$ cat config.mk
export PLATFORM = sky130hd
export DESIGN_NAME = periodic_interrupt_timer
export DESIGN_NICKNAME = d
export VERILOG_FILES = /design/src/hdl/pit_pkg.sv /design/src/hdl/periodic_interrupt_timer.sv /design/src/hdl/pit_core.sv
export SDC_FILE = /design/constraint.sdc
export NUM_CORES = 1
export LEC_CHECK = 0
export ABC_AREA = 1
export BUFFER_PORTS_ARGS = -buffer_cell sky130_fd_sc_hd__buf_2
export CAP_MARGIN = 20
export CORE_MARGIN = 2
export CORE_UTILIZATION = 61
export CTS_BUF_LIST = sky130_fd_sc_hd__clkbuf_8 sky130_fd_sc_hd__clkbuf_16
export DETAILED_ROUTE_END_ITERATION = 6
export PLACE_DENSITY = 0.81
export SYNTH_ARGS = -nofsm -noshare
export SYNTH_HDL_FRONTEND = slang
export SYNTH_SLANG_ARGS = --single-unit
$ cat constraint.sdc
create_clock -name clk -period 4.6 [get_ports clk]
set_input_delay 0.46 -clock clk [delete_from_list [all_inputs] [get_ports clk]]
set_output_delay 0.46 -clock clk [all_outputs]
set_load 0.005 [all_outputs]
$ cat src/hdl/pit_pkg.sv
`default_nettype none

package pit_pkg;

    localparam int COUNT_WIDTH    = 32;
    localparam int PRESCALE_WIDTH = 12;
    localparam int BUS_WIDTH      = 32;

    // control register bit positions
    localparam int EN        = 0;
    localparam int ENMOD     = 1;
    localparam int OCIEN     = 2;
    localparam int RLD       = 3;
    localparam int PRESCALER = 4;
    localparam int IOVW      = 17;
    localparam int CLKSRC    = 24;

    typedef enum logic [1:0] {
        ACT_TICK  = 2'd0,
        ACT_WRITE = 2'd1,
        ACT_READ  = 2'd2,
        ACT_NOP   = 2'd3
    } action_t;

    typedef enum logic [2:0] {
        REG_CONTROL = 3'd0,
        REG_STATUS  = 3'd1,
        REG_LOAD    = 3'd2,
        REG_COMPARE = 3'd3,
        REG_COUNTER = 3'd4
    } reg_sel_t;

    typedef enum logic [1:0] {
        CLK_OFF = 2'd0,
        CLK_IPG = 2'd1,
        CLK_HF  = 2'd2,
        CLK_32K = 2'd3
    } clk_src_t;

    typedef struct packed {
        logic [1:0]  action;
        logic [2:0]  reg_select;
        logic [31:0] write_data;
        logic [2:0]  clock_ticks;
    } item_t;

    typedef struct packed {
        logic [31:0] read_data;
        logic        irq;
        logic        compare_event;
    } result_t;

endpackage

`default_nettype wire

$ cat src/hdl/periodic_interrupt_timer.sv
// Down-counting periodic interrupt timer, driven one transaction at a time.
// Input channel (item_valid / item_stall / item): each transaction is a
// clock tick (with a mask of which clock sources ticked), a register write
// or a register read. Output channel (result_valid / result_stall / result):
// exactly one result per input transaction, in order, carrying read data
// (zero unless a read), the irq line and a compare-event pulse.
// An accepted transaction is held in the input register, then makes one pass
// through the timer logic into the result register.
// Throughput: one transaction per cycle while result_stall is low, set by the
// single-pass update of the timer state between the two registers.
// Reset: asynchronous, active low; the timer returns to its documented
// reset state (disabled, peripheral clock selected, counter and load all
// ones) and both pipeline registers empty.
// Stall: when result_stall holds a pending result, the held transaction
// waits in the input register and item_stall rises; state is only
// updated when the transaction moves into the result register.
`default_nettype none

module periodic_interrupt_timer (
    input  wire logic              clk,
    input  wire logic              rst_n,
    input  wire logic              item_valid,
    output logic                   item_stall,
    input  wire pit_pkg::item_t    item,
    output logic                   result_valid,
    input  wire logic              result_stall,
    output pit_pkg::result_t       result
);
    import pit_pkg::*;

    item_t   item_reg;
    logic    item_valid_reg;
    result_t result_reg;
    logic    result_valid_reg;
    result_t core_result;
    logic    advance;

    // held transaction moves on when the result slot is free or draining
    assign advance    = item_valid_reg && (!result_valid_reg || !result_stall);
    assign item_stall = item_valid_reg && !advance;

    pit_core u_core (
        .clk    (clk),
        .rst_n  (rst_n),
        .fire   (advance),
        .item   (item_reg),
        .result (core_result)
    );

    // input register
    always_ff @(posedge clk or negedge rst_n)
    begin
        if (!rst_n)
            item_valid_reg <= 1'b0;
        else if (!item_stall)
            item_valid_reg <= item_valid;
    end

    always_ff @(posedge clk)
    begin
        if (item_valid && !item_stall)
            item_reg <= item;
    end

    // result register
    always_ff @(posedge clk or negedge rst_n)
    begin
        if (!rst_n)
            result_valid_reg <= 1'b0;
        else if (advance)
            result_valid_reg <= 1'b1;
        else if (!result_stall)
            result_valid_reg <= 1'b0;
    end

    always_ff @(posedge clk)
    begin
        if (advance)
            result_reg <= core_result;
    end

    assign result_valid = result_valid_reg;
    assign result       = result_reg;

endmodule

`default_nettype wire

$ cat src/hdl/pit_core.sv
`default_nettype none

// Timer state and the per-transaction next-state / result logic.
module pit_core (
    input  wire logic            clk,
    input  wire logic            rst_n,
    input  wire logic            fire,
    input  wire pit_pkg::item_t  item,
    output pit_pkg::result_t     result
);
    import pit_pkg::*;

    logic                      enable_reg, enable_next;
    logic                      restart_mode_reg, restart_mode_next;
    logic                      irq_enable_reg, irq_enable_next;
    logic                      reload_mode_reg, reload_mode_next;
    logic [PRESCALE_WIDTH-1:0] prescale_setting_reg, prescale_setting_next;
    logic                      load_overwrite_reg, load_overwrite_next;
    logic [1:0]                clock_select_reg, clock_select_next;
    logic [COUNT_WIDTH-1:0]    reload_value_reg, reload_value_next;
    logic [COUNT_WIDTH-1:0]    compare_value_reg, compare_value_next;
    logic [COUNT_WIDTH-1:0]    count_reg, count_next;
    logic [PRESCALE_WIDTH-1:0] prescale_count_reg, prescale_count_next;
    logic                      status_flag_reg, status_flag_next;

    logic                      src_tick;
    logic                      event_flag;
    logic [COUNT_WIDTH-1:0]    restart_value;
    logic [COUNT_WIDTH-1:0]    wdata_cnt;
    logic [BUS_WIDTH-1:0]      control_word;
    logic [BUS_WIDTH-1:0]      rd;

    assign restart_value = reload_mode_reg ? reload_value_reg : '1;
    assign wdata_cnt     = item.write_data[COUNT_WIDTH-1:0];

    // selected tick source
    always_comb
    begin
        case (clock_select_reg)
            CLK_IPG: src_tick = item.clock_ticks[0];
            CLK_HF:  src_tick = item.clock_ticks[1];
            CLK_32K: src_tick = item.clock_ticks[2];
            default: src_tick = 1'b0;
        endcase
    end

    always_comb
    begin
        control_word = '0;
        control_word[EN]    = enable_reg;
        control_word[ENMOD] = restart_mode_reg;
        control_word[OCIEN] = irq_enable_reg;
        control_word[RLD]   = reload_mode_reg;
        control_word[PRESCALER +: PRESCALE_WIDTH] = prescale_setting_reg;
        control_word[IOVW]  = load_overwrite_reg;
        control_word[CLKSRC +: 2] = clock_select_reg;
    end

    always_comb
    begin
        enable_next           = enable_reg;
        restart_mode_next     = restart_mode_reg;
        irq_enable_next       = irq_enable_reg;
        reload_mode_next      = reload_mode_reg;
        prescale_setting_next = prescale_setting_reg;
        load_overwrite_next   = load_overwrite_reg;
        clock_select_next     = clock_select_reg;
        reload_value_next     = reload_value_reg;
        compare_value_next    = compare_value_reg;
        count_next            = count_reg;
        prescale_count_next   = prescale_count_reg;
        status_flag_next      = status_flag_reg;
        event_flag            = 1'b0;
        rd                    = '0;

        case (item.action)
            ACT_TICK:
            begin
                if (enable_reg && src_tick) begin
                    if (prescale_count_reg < prescale_setting_reg) begin
                        prescale_count_next = prescale_count_reg + 1'b1;
                    end else begin
                        prescale_count_next = '0;
                        if (count_reg == '0)
                            count_next = restart_value;
                        else
                            count_next = count_reg - 1'b1;
                        if (count_next == compare_value_reg) begin
                            status_flag_next = 1'b1;
                            event_flag       = 1'b1;
                        end
                    end
                end
            end
            ACT_WRITE:
            begin
                case (item.reg_select)
                    REG_CONTROL:
                    begin
                        enable_next           = item.write_data[EN];
                        restart_mode_next     = item.write_data[ENMOD];
                        irq_enable_next       = item.write_data[OCIEN];
                        reload_mode_next      = item.write_data[RLD];
                        prescale_setting_next =
                            item.write_data[PRESCALER +: PRESCALE_WIDTH];
                        load_overwrite_next   = item.write_data[IOVW];
                        clock_select_next     = item.write_data[CLKSRC +: 2];
                        // rising enable with restart mode: restart from reload value, or all ones
                        if (!enable_reg && item.write_data[EN] &&
                            item.write_data[ENMOD]) begin
                            count_next = item.write_data[RLD] ? reload_value_reg : '1;
                            prescale_count_next = '0;
                        end
                    end
                    REG_STATUS:
                    begin
                        if (item.write_data[0])
                            status_flag_next = 1'b0;
                    end
                    REG_LOAD:
                    begin
                        reload_value_next = wdata_cnt;
                        if (load_overwrite_reg)
                            count_next = wdata_cnt;
                    end
                    REG_COMPARE: compare_value_next = wdata_cnt;
                    default: ;
                endcase
            end
            ACT_READ:
            begin
                case (item.reg_select)
                    REG_CONTROL: rd = control_word;
                    REG_STATUS:  rd = BUS_WIDTH'(status_flag_reg);
                    REG_LOAD:    rd = BUS_WIDTH'(reload_value_reg);
                    REG_COMPARE: rd = BUS_WIDTH'(compare_value_reg);
                    REG_COUNTER: rd = BUS_WIDTH'(count_reg);
                    default:     rd = '0;
                endcase
            end
            default: ;
        endcase
    end

    assign result.read_data     = rd;
    assign result.irq           = status_flag_next & irq_enable_next;
    assign result.compare_event = event_flag;

    always_ff @(posedge clk or negedge rst_n)
    begin
        if (!rst_n) begin
            enable_reg           <= 1'b0;
            restart_mode_reg     <= 1'b0;
            irq_enable_reg       <= 1'b0;
            reload_mode_reg      <= 1'b0;
            prescale_setting_reg <= '0;
            load_overwrite_reg   <= 1'b0;
            clock_select_reg     <= CLK_IPG;
            reload_value_reg     <= '1;
            compare_value_reg    <= '0;
            count_reg            <= '1;
            prescale_count_reg   <= '0;
            status_flag_reg      <= 1'b0;
        end else if (fire) begin
            enable_reg           <= enable_next;
            restart_mode_reg     <= restart_mode_next;
            irq_enable_reg       <= irq_enable_next;
            reload_mode_reg      <= reload_mode_next;
            prescale_setting_reg <= prescale_setting_next;
            load_overwrite_reg   <= load_overwrite_next;
            clock_select_reg     <= clock_select_next;
            reload_value_reg     <= reload_value_next;
            compare_value_reg    <= compare_value_next;
            count_reg            <= count_next;
            prescale_count_reg   <= prescale_count_next;
            status_flag_reg      <= status_flag_next;
        end
    end

endmodule

`default_nettype wire

# [Word-level counts from Yosys, hierarchy flattened]
# Cells that the tools add are included.
# W data, S select, Z words.
[word_totals] output_inout_bits=36 ff_bits=204 inputBits=44
[classes] n_mux=30 n_reduce_logical=22 n_addsub=2 bitwise_logic=3 n_lt_le_gt_ge=1 eq_ne=18
[ops] cell="$mux W32" count=10
[ops] cell="$pmux W32 S5" count=1
[ops] cell="$pmux W32 S2" count=2
[ops] cell="$mux W12" count=4
[ops] cell="$eq A32 B32 Y1" count=1
[ops] cell="$logic_not A32 Y1" count=1
[ops] cell="$sub A32 B1 Y32 const B" count=1
[ops] cell="$pmux W12 S2" count=1
[ops] cell="$add A12 B1 Y12 const B" count=1
[ops] cell="$lt A12 B12 Y1" count=1
[ops] cell="$mux W1" count=10
[ops] cell="$reduce_and A3 Y1" count=3
[ops] cell="$ne A2 B1 Y1 const B" count=4
[ops] cell="$reduce_and A7 Y1" count=1
[ops] cell="$eq A2 B2 Y1 const B" count=3
[ops] cell="$eq A3 B2 Y1 const B" count=2
[ops] cell="$logic_and A1 B1 Y1" count=6
[ops] cell="$ne A3 B2 Y1 const B" count=2
[ops] cell="$logic_not A1 Y1" count=5
[ops] cell="$reduce_and A5 Y1" count=1
[ops] cell="$eq A2 B1 Y1 const B" count=2
[ops] cell="$eq A3 B1 Y1 const B" count=1
[ops] cell="$eq A3 B3 Y1 const B" count=1
[ops] cell="$logic_not A3 Y1" count=1
[ops] cell="other kinds (10)" count=11

# [Logic depth before layout (Yosys ltp)]
# Gate-level depths: netlist (run 1).
[depth] word_depth=11 ltp_mapped=21 ltp_nobuf=20

# [Modules after synthesis]
# Synthesis (run 1) repeated with hierarchy kept, for this count alone.
[hier_totals] cells_unflattened=1408 area_unflattened_um2=11324.6
[by_module_without_submodules] mod="pit_core" area_per_inst_um2=9007.4 seq_area_each_um2=3284.4 cells_each=1322 n_inst=1
[by_module_without_submodules] mod="periodic_interrupt_timer" area_per_inst_um2=2317.2 seq_area_each_um2=2272.2 cells_each=86 n_inst=1

# [Worst setup path after synthesis (run 1)]
# No wires, ideal clock.
[synth_path] path_kind="input to register" start="input result_stall" end="register u_core.count_reg[31]" n_path_buf=1 setup_time_ns=0.079 stages=10 arrival_time_ns=3.358 path_slack_ns=1.163 path_cell_list="nand2_1 > inv_1 > nor2_1 > nand2_1 > a2111oi_0 > nand2_1 > clkinv_1 > clkbuf_1 > nand2_1 > o21ai_0"
[synth_via] elab_chain_len=4
[synth_rtl] item="from (decl)" line_no="periodic_interrupt_timer.sv:26" source="input wire logic result_stall,"
[synth_rtl] item="$logic_not A1 Y1"
[synth_rtl] item="$logic_or A1 B1 Y1" line_no="periodic_interrupt_timer.sv:39" source="assign advance = item_valid_reg && (!result_valid_reg || !result_stall);"
[synth_rtl] item="$logic_and A1 B1 Y1" line_no="periodic_interrupt_timer.sv:39"
[synth_rtl] item="named net advance" line_no="periodic_interrupt_timer.sv:36" source="logic advance;"
[synth_rtl] item="$reduce_and A7 Y1 (no source line)"
[synth_rtl] item="to (signal assigned)" line_no="pit_core.sv:174" source="count_reg <= count_next;"
[synth_rtl] item="to (decl)" line_no="pit_core.sv:22" source="logic [COUNT_WIDTH-1:0] count_reg, count_next;"
# The timed path passes the listed nets, and every way through them passes these cells.
# A chain may end at the register's enable or synchronous reset.

# [Final worst setup path (run 1)]
[layout_path] start="register item_reg[39] in the netlist's numbering" end="register u_core.count_reg[0]"
[layout_via] elab_chain_len=3 elab_cells_between_ends=10
[layout_rtl] item="from (decl)" line_no="periodic_interrupt_timer.sv:31" source="item_t item_reg;"
[layout_rtl] item="from (signal assigned)" line_no="periodic_interrupt_timer.sv:62" source="item_reg <= item;"
[layout_rtl] item="$eq A2 B1 Y1 or $logic_not A2 Y1 (tied branches)" line_no="pit_core.sv:76" source="case (item.action)"
[layout_rtl] item="$ne A3 B2 Y1 (no source line), or another cell as far along"
[layout_rtl] item="$reduce_and A7 Y1 (no source line)"
# Several ways; a longest one is shown, not always the timed one.

==> results.cfg, run 1 <==
[critical_path]
worstPathRequired_ps = 5020
start_kind = flop
crit_fanout = 54
cp.arrival_ps = 3610
end_kind = flop
path_class = reg2reg

[power_and_ir_drop]
powerDensity_nw_per_um2 = 555
p_leak_uw = 0.00551
peakVddDrop_mv = 0.376

[sta]
drv_slew = 0
fin_skew_ps = 9.86
finalCritPeriodShare_pct = 69.2
rsz0062_at_grt = no
hold_viol = 0
setup_tns_ps = 0
timing.fmax_ghz = 0.314
fin_crit_ps = 3180
slew_headroom_pct = 26.9
tightest_slew_ps = 1100
setup_viol_count_final = 0

[finish]
largest_reg_flops = 40
nFillCells = 1443
diodes = 0
area_growth_pct = 12.5
final_nets = 1486
regArea_sq_um = 5560
finalNonFillerCells = 1674
drive_above_1_share_pct = 16.6
multi_input_area_sq_um = 4630

[synthesis]
synthCells = 1366
synth_nets = 1423
ys_top_cells_by_area = edfxtp_1, dfstp_2, dfrtp_1
yosys.cell_types.count = 46
synth_edf_count = 74
syn_avg_cell_area_sq_um = 8.12
synth-seq-cells = 204
ys_seq_area_share_pct = 50.1
ys_warn_count = 0
synth.most_common_cell = nand2_1
yosysTopAreaCellShare_pct = 20.0
synthFlopType = edfxtp_1
yosys-top-cells-count = nand2_1, inv_1, nor2_1, o21ai_0, edfxtp_1
yosys.area.top_type = edfxtp_1
synth.cell_area_sq_um = 11100
ys_async_sr_fraction_pct = 63.7

[clock_tree]
cts_buffer_depth = 3
htreeDepth = 1
clk_latency_ps = 520
clkTransAtPathRegs_ps = 60
post_cts_resized = 0
cts-root-buf = clkbuf_16
cts_tree = built
cts.sinks = 204
cts_buffers = 22

[floorplanning]
die_x_microns = 139
core_sq_um = 17900
io_pins = 80
die_area_sq_um = 19300
initial_utilization_pct = 62.0
die_h_microns = 139
rows = 49

[routing]
vias = 10300
ant_nets = 0
firstDrtPassIters = 6
wl_per_cell_microns = 19.8
drtIter0Drc = 1448
drc = 0
totalWireLength_microns = 33100
vias_per_cell = 6.17

[placement]
dpl.cell_count = 1631
dp_hpwl_microns = 22100
gp_congestion = 1.05
port_buffers = 79

[global_routing]
grt_use_total_pct = 34.1
grt_pass1_wl_microns = 52500
grt_pass1_vias = 9955
grt_max_degree = 77
grt-ovfl-total = 0
antenna_found_initial = 0

[hold_path]
hold_path_class = in2reg

[run]
maxCapViolCount = 0

[run_status]
status = completed
through the flow:
step | instance area [sq um] | total power, uW | setup WS, ps | hold slack (ps) | utilization [%]
global placement | 11700 | 4940 | 1500 | 472 | 65.1
finish | 12500 | 6930 | 1420 | 116 | 69.7
detailed placement | 11700 | 5000 | 1490 | 489 | 65.1
CTS | 12400 | 6860 | 1470 | 109 | 69.4
floorplan | 11100 | 4310 | 1160 | 164 | -
global route | 12500 | 7320 | 1170 | 105 | 69.7
cells by family (layout without fill, tap and decap cells):
logic type | count (synthesis) | count (layout) | share of synthesized area [%]
AOI/OAI and AO/OA | 253 | 253 | 13.9
xor gates and xnor gates | 15 | 15 | 1.18
adders and majority gates | 13 | 13 | 1.47
buffers and inverters | 235 | 314 | 8.31
DFF | 204 | 204 | 50.1
and+or+nand+nor | 646 | 646 | 25.1
metal layers:
layer | routed length, microns | vias to the layer above | part of all wire (%) | global-route usage (%)
li1 | - | 4709 | - | -
met1 | 13500 | 4860 | 41 | 48.8
met2 | 14600 | 656 | 44 | 52.0
met3 | 3800 | 111 | 11 | 7.60
met4 | 1220 | 0 | 3.7 | 11.4
met5 | 0 | - | 0 | 0
what timing repair did:
item | 4_1_cts | 5_1_grt
hold endpoints to repair | 0 | 8
hold buffers | 0 | 1
buffers inserted | 0 | 0
critical path, stage by stage (launching register included):
cell and delay [ps]:
edfxtp_1 440, nor2_1 530, inv_2 400, nor2_2 270, inv_2 100, nor2_1 140, a2111oi_0 80, nand2_1 400
clkinv_1 120, buf_4 330, o21ai_0 270
cell usage in the layout (no fill, tap or decap), types with 46 or more instances in the layout:
master	instances
o21ai_0	128
edfxtp_1	74
a221oi_1	46
nand2_1	351
dfrtp_1	65
nor2_1	136
nand3_1	71
dfstp_2	65
inv_1	170
buf_2	78
cell type report:
class / count / area share [%]
Tap cell: 229 / 2.30
Multi-Input combinational cell: 927 / 37.1
Timing Repair Buffer: 99 / 4.73
Sequential cell: 204 / 44.5
Clock buffer: 25 / 4.83
Inverter: 175 / 5.26
Clock inverter: 15 / 1.25
path summary, 6_finish.rpt:
path / from / end / slack (ps) / cells after the start
min reg2reg: item_valid_reg / result_valid / 490 / 2
min in group asynchronous: rst_n / u_core.prescale_count_reg[1] / 320 / 2
max in group asynchronous: rst_n / u_core.reload_value_reg[18] / 3230 / 4
max reg2reg: item_reg[39] / u_core.count_reg[0] / 1420 / 10
max: item_reg[39] / u_core.count_reg[0] / 1420 / 10
min: item[25] / item_reg[25] / 120 / 1
report_power, final:
part	leakage [uW]	switching [uW]	total [uW]	internal (uW)
clock network	0.000393	743	1850	1110
registers	0.00226	472	2940	2470
logic	0.00285	1400	2130	734
Note: power is estimated with default switching activity, not from simulation.
==> run 2: changes to the inputs <==
clock period = 3.1 ns   (was 4.6 ns; I/O delays follow)
==> results.cfg, run 2 (same netlist as run 1, synthesis figures left out) <==
[run_status]
status = completed

[hold_path]
hold_path_class = in2reg
min_from = item[29]
holdPathEnd = item_reg[29]
whs_path_depth = 1

[finish]
diodes = 0
final_cell_mix = nand2_1, inv_1, nor2_1, o21ai_0, buf_2
area_growth_pct = 17.0
final_nets = 1540
drive_above_1_share_pct = 17.1
final_cell_area_sq_um = 13000
largest_reg_flops = 40
layout_commonest_cell = nand2_1

[clock_tree]
cts_buffer_depth = 3
cts-root-buf = clkbuf_16
clk_latency_ps = 520
cts_buffers = 22
clkTransAtPathRegs_ps = 60
cts_tree = built
post_cts_resized = 0
htreeDepth = 1
cts.sinks = 204

[global_routing]
grt_pass1_vias = 10100
use_met2_pct = 56.8
use_met3_pct = 6.39
antenna_found_initial = 0
grt_pass1_wl_microns = 54700
grt_max_degree = 65
met1_usage_pct = 50.9
busiest_layer = met2
grt-ovfl-total = 0
grt_use_total_pct = 36.0

[floorplanning]
die_h_microns = 139
die_x_microns = 139
core_sq_um = 17900
io_pins = 80
initial_utilization_pct = 62.0
die_area_sq_um = 19300
rows = 49

[sta]
setup_viol_count_final = 0
fin_skew_ps = 18.5
drv_slew = 0
timing.fmax_ghz = 0.350
finalCritPeriodShare_pct = 92.2
rsz0062_at_grt = no
fin_crit_ps = 2860
setup_tns_ps = 0
hold_viol = 0
tightest_slew_ps = 977
slew_headroom_pct = 34.7

[critical_path]
r2r_start = u_core.count_reg[0]
crit_family = simple AND/OR/NAND/NOR gates
cp_cell_sequence = inv_1 -> ha_1 -> nand3_2 -> nor2_4 -> nand2_4 -> nor2_8 -> buf_4 -> nand2_1 -> nand3_1 -> nand2_1 -> inv_1 -> nand2_1 -> nor2_1 -> nand2_1 -> nor2_1 -> nand3_2 -> nand2_1 -> nand2_1 -> nand2_1
worstPathRequired_ps = 3560
critical-path-max-stage-delay_ps = 370
crit_buf_inv = 3
start_kind = flop
end_kind = flop
setup.worst_path.start = u_core.count_reg[0]
slowest_stage = dfstp_2
rr_worst_depth = 19
reg2reg_slack_ps = 240
cp.arrival_ps = 3320
path_common_cell = nand2_1
path_class = reg2reg
r2r-end = u_core.status_flag_reg
crit_fanout = 16

[routing]
drtIter0Drc = 1401
ant_nets = 0
vias_per_cell = 6.01
firstDrtPassIters = 6
drc = 0
totalWireLength_microns = 35100
wl_per_cell_microns = 20.3
vias = 10400

[placement]
dp_hpwl_microns = 23000
gp_congestion = 1.03
place_area_sq_um = 11900
port_buffers = 79

[power_and_ir_drop]
p_leak_uw = 0.00571
peakVddDrop_mv = 0.673
power.total_uw = 10300
powerDensity_nw_per_um2 = 792

[run]
maxCapViolCount = 0
## run 2: power by group
part	switching [uW]	internal, uW
logic	2140	1150
registers	665	3660
clock network	1140	1520
total	3950	6330
## run 2: worst max-delay path by stage
stage / endpoint / cells after the start / slack (ps)
after floorplan: u_core.count_reg[31] / 10 / 410
after global placement: result[1] / 17 / 320
after detailed placement: result[1] / 17 / 240
after CTS: u_core.status_flag_reg / 19 / 210
after global routing: u_core.status_flag_reg / 19 / 30
final: u_core.status_flag_reg / 19 / 240
## run 2: final cells by class
cell class	count	area (sq um)
timing repair buffer	153	1130
multi-input combinational	927	4630
sequential	204	5560
inverter	175	657
clock buffer	24	578
clock inverter	16	148
tap	229	287
fill	1361	4920
## run 2: per-stage QoR
step / utilization [%] / setup slack [ps] / instances / hold slack [ps]
4_1_cts: 72.5 / 214 / 1727 / 1.33
5_1_grt: 72.5 / 25.9 / 1728 / 5.19
3_5_place_dp: 66.2 / 243 / 1647 / 405
3_3_place_gp: 66.2 / 322 / 1647 / 406
6_report: 72.5 / 241 / 1728 / 8.20
2_1_floorplan: - / 406 / 1366 / 14.4
## run 2: what timing repair did
action / 4_1_cts / 5_1_grt
hold endpoints to repair: 70 / 0
hold buffers: 40 / 0
setup buffers: 0 / 1
setup endpoints to repair: 0 / 2
## run 2: per-layer routing
layer,vias up,share of wire [%]
met4,0,3.3
met1,4870,41
met3,85,10
met5,-,0
met2,607,45
li1,4818,-
